==> src/rtl/core/sem_pkg.sv <==
// Shared constants and types for the Sobel edge magnitude block.
`timescale 1ns / 1ps
`default_nettype none
package sem_pkg;

  localparam int MaxWidth   = 2048;
  localparam int ColW       = $clog2(MaxWidth);
  localparam int RowW       = 16;
  localparam int PixW       = 8;
  localparam int WidthRegW  = 12;
  localparam int HeightRegW = 16;
  localparam int MinDim     = 3;

  localparam logic [WidthRegW-1:0]  WidthReset  = WidthRegW'(640);
  localparam logic [HeightRegW-1:0] HeightReset = HeightRegW'(480);

  localparam int PaddrW   = 3;
  localparam int ApbDataW = 32;

  localparam logic RegImageWidth  = 1'b0;
  localparam logic RegImageHeight = 1'b1;

  // gray = floor(sum / 3) as (sum * 683) >> 11, exact for sums up to 765
  localparam int SumW     = 10;
  localparam int Div3Mul  = 683;
  localparam int Div3Shft = 11;

  localparam int GradW   = 11;
  localparam int SqW     = 21;
  localparam int RootW   = 8;
  localparam int RootSqW = 2 * RootW;

  typedef logic [PixW-1:0] pix_t;
  typedef logic [RowW-1:0] row_t;
  typedef logic [ColW-1:0] col_t;

endpackage
`default_nettype wire

==> src/rtl/core/sem_root.sv <==
// Iterative clamped integer square root, one result bit per cycle.
`timescale 1ns / 1ps
`default_nettype none
module sem_root (
  input  wire logic                      clk_i,
  input  wire logic                      rst_ni,
  input  wire logic                      start_i,
  input  wire logic [sem_pkg::SqW-1:0]   sum_i,
  output logic                           done_o,
  output logic      [sem_pkg::RootW-1:0] root_o
);
  import sem_pkg::*;

  localparam int StepW = $clog2(RootW);

  logic                busy_q;
  logic                done_q;
  logic [StepW-1:0]    step_q;
  logic [RootW-1:0]    root_q;
  logic [RootSqW-1:0]  s_q;
  logic [RootW-1:0]    trial;
  logic [RootSqW-1:0]  trial_sq;

  assign trial    = root_q | (RootW'(1) << (StepW'(RootW - 1) - step_q));
  assign trial_sq = RootSqW'(trial) * RootSqW'(trial);

  always_ff @(posedge clk_i or negedge rst_ni) begin
    if (!rst_ni) begin
      busy_q <= 1'b0;
      done_q <= 1'b0;
      step_q <= '0;
      root_q <= '0;
      s_q    <= '0;
    end else begin
      done_q <= start_i ? |sum_i[SqW-1:RootSqW]
                        : (busy_q && (step_q == StepW'(RootW - 1)));
      if (start_i) begin
        if (|sum_i[SqW-1:RootSqW]) begin
          root_q <= '1;
        end else begin
          s_q    <= sum_i[RootSqW-1:0];
          root_q <= '0;
          step_q <= '0;
          busy_q <= 1'b1;
        end
      end else if (busy_q) begin
        if (trial_sq <= s_q) begin
          root_q <= trial;
        end
        step_q <= step_q + 1'b1;
        if (step_q == StepW'(RootW - 1)) begin
          busy_q <= 1'b0;
        end
      end
    end
  end

  assign done_o = done_q;
  assign root_o = root_q;

endmodule
`default_nettype wire

==> config.mk <==
export PLATFORM = sky130hd
export DESIGN_NAME = sem_root
export DESIGN_NICKNAME = d
export VERILOG_FILES = /design/src/rtl/core/sem_pkg.sv /design/src/rtl/core/sem_root.sv
export SDC_FILE = /design/constraint.sdc
export NUM_CORES = 1
export LEC_CHECK = 0
export ABC_AREA = 1
export BUFFER_PORTS_ARGS = -buffer_cell sky130_fd_sc_hd__clkbuf_2
export CORE_MARGIN = 3
export CORE_UTILIZATION = 55
export DETAILED_ROUTE_END_ITERATION = 7
export PLACE_DENSITY = 0.75
export SYNTH_ARGS = -nofsm -noshare
export SYNTH_HDL_FRONTEND = slang
export SYNTH_SLANG_ARGS = --single-unit
==> constraint.sdc <==
create_clock -name clk_i -period 5.8 [get_ports clk_i]
set_clock_uncertainty 0.15 [all_clocks]
set_input_delay 0.87 -clock clk_i [delete_from_list [all_inputs] [get_ports clk_i]]
set_output_delay 0.87 -clock clk_i [all_outputs]
set_load 0.05 [all_outputs]
==> impl_metrics.py <==
metrics = {
    "run_status": {
        "outcome": "finished clean",
    },
    "placement": {
        "port_buffers": 32,
        "hpwl_um": 6230,
        "place_congestion": 0.924,
        "placed_cells": 551,
    },
    "timing": {
        "setup_viol": 0,
        "slew-limit-headroom_pct": 50.8,
        "final_hold_viol_count": 0,
        "finalCriticalPeriod_ns": 5.66,
        "worst_pin_slew_ns": 0.738,
        "timing.fmax_ghz": 0.177,
        "fin_crit_sh_pct": 97.6,
        "finalMaxSlewViolations": 0,
        "setup-tns-final_ns": 0,
    },
    "cts": {
        "path_clk_slew_ns": 0.07,
        "cts_buffers": 5,
        "cts_buffer_depth": 2,
        "htree_levels": 2,
        "cts_sinks": 29,
        "ctsRootBufferMaster": "clkbuf_8",
        "clock_latency_ns": 0.29,
        "hold_buffers": 0,
        "cts_tree": "done",
    },
    "setup_path": {
        "cpMaxStageDelayCell": "fa_2",
        "cp-end-kind": "flop",
        "reg2reg_depth": 29,
        "cp_common_cell": "nand2_1",
        "required_ns": 5.81,
        "critPathLaunchType": "flop",
        "cp_slowest_stage_delay_ns": 0.57,
        "critPathArrivalTime_ns": 5.67,
        "worstSetupPathType": "reg2reg",
        "path_max_fanout": 8,
    },
    "drt": {
        "finalWirelength_um": 8090,
        "wl_per_cell_um": 14.2,
        "drc": 0,
        "dr.pass1.iters": 6,
        "routed-via-count": 2957,
        "viasPerCell": 5.20,
        "drtIter0Drc": 127,
        "ant_nets": 0,
    },
    "synth": {
        "synth_top_area_share_pct": 21.2,
        "synth.distinct_cells": 34,
        "yosys_warnings": 0,
        "yosysSeqAreaShare_pct": 21.2,
        "synth_flop_cell": "dfrtp_1",
        "syn_area_per_cell_um2": 7.85,
        "synth-edff-count": 0,
        "syn_inst": 435,
        "synth_area_um2": 3420,
        "yosysTopAreaCell": "dfrtp_1",
        "async_flop_share_pct": 100,
        "ys_top_cells_by_area": "dfrtp_1, ha_1, fa_1",
        "synth_seq_cells": 29,
        "syn-num-nets": 533,
    },
    "global_routing": {
        "grt_first_pass_wirelength_um": 13300,
        "grt_max_degree": 32,
        "grt_util_all_layers_pct": 22.8,
        "overflow": 0,
        "grt_pass1_vias": 2970,
        "antenna_found_initial": 0,
    },
    "cells_and_area": {
        "final_common_cell": "inv_1",
        "multi_input_area_um2": 2640,
        "final_cell_count_no_fill": 569,
        "fillers": 462,
        "final_net_count": 591,
        "fin_util_pct": 71.6,
        "drive_above_1_share_pct": 30.8,
        "area_growth_pct": 24.8,
        "final_cell_mix": "inv_1, nand2_1, nor2_1",
        "antenna_cells": 0,
        "ff_latch_area_um2": 729,
    },
    "floorplan": {
        "pin_count": 33,
        "fp.dieH_um": 84.8,
        "rows": 28,
        "dieArea_um2": 7190,
        "die_w_um": 84.8,
        "core_um2": 5960,
        "start_util_pct": 57.4,
    },
    "hold_path": {
        "min_path_cells": 2,
        "hp-class": "reg2reg",
    },
    "job": {
        "max_cap_viol_count": 0,
    },
}
[what timing repair did]
item | in CTS | in global routing
gates resized for setup | 13 | 74
pin swaps | 0 | 27
endpoints found under the setup margin | 8 | 8
cloned | 0 | 1
endpoints found under the hold margin | 0 | 0
buffers inserted | 0 | 9
[path summary, 6_finish.rpt]
check | slack (ns) | to | start
setup / recovery | 0.14 | root_o[4] | step_q[1]
min in group asynchronous | 0.49 | root_o[3] | rst_ni
hold / removal | 0.37 | s_q[3] | s_q[3]
hold reg to reg | 0.37 | s_q[3] | s_q[3]
setup reg to reg | 0.14 | root_o[4] | step_q[1]
max in group asynchronous | 4.50 | step_q[0] | rst_ni
[cell families after synthesis]
logic type	synth area share, %
compound gates	10.3
xor+xnor	4.10
fa+ha+maj	32.6
buf+inv	11.0
flops	21.2
mux	0.659
simple gates	20.1
[through the flow]
step                hold WS [ns]  cell area (um^2)  worst slack (ns)
CTS                        0.370              3910           0.00973
detailed placement         0.352              3730           -0.0823
global placement           0.342              3730            0.0166
finish                     0.367              4260             0.140
floorplan                  0.333              3420             0.224
global route               0.386              4260           -0.0693
[worst max-delay path: cells and delay by family, from the launching register on]
family                   cells  cell delay [ns]
buffers and inverters        5             0.41
XOR/XNOR                     1             0.19
AND/OR/NAND/NOR             13             1.11
adder cells (fa/ha/maj)      7             2.74
AO/OA/AOI/OAI                3             0.48
flip-flops                   1             0.45
[final cells by class]
type                       instances  area share, %
clock buffer                       6           1.94
multi-input combinational        312           61.9
sequential                        29           17.1
timing repair buffer              54           7.63
clock inverter                     2          0.880
tap                               75           2.20
inverter                          91           8.30
[flip-flops by register name (all words and copies together) (netlist names)]
| register | flops |
|---|---|
| root_o | 8 |
| busy_q | 1 |
| done_o | 1 |
| s_q | 16 |
| step_q | 3 |
[cell usage after synthesis, types with 2 or more instances]
cell      n
nand2_1  82
o21ai_0  14
mux2_2    2
nand2_4   3
nand2_2   2
nor2_1   49
a21oi_1  25
nand3_1  17
buf_6     2
fa_1     25
xnor2_1   7
a21oi_2  11
dfrtp_1  29
xor2_1    9
inv_1    88
o21ai_1   2
inv_2     2
ha_1     49
nor3_1    2
[per-layer routing]
layer | vias to the layer above | wire [um] | global-route usage, %
li1 | 1475 | - | -
met1 | 1380 | 3270 | 27.4
met4 | 0 | 229 | 5.47
met3 | 25 | 270 | 4.02
met2 | 77 | 4320 | 41.9
met5 | - | 0 | 0
Power is not shown: default switching activity piles up to over one toggle a cycle in this logic, so the estimate is an artifact.
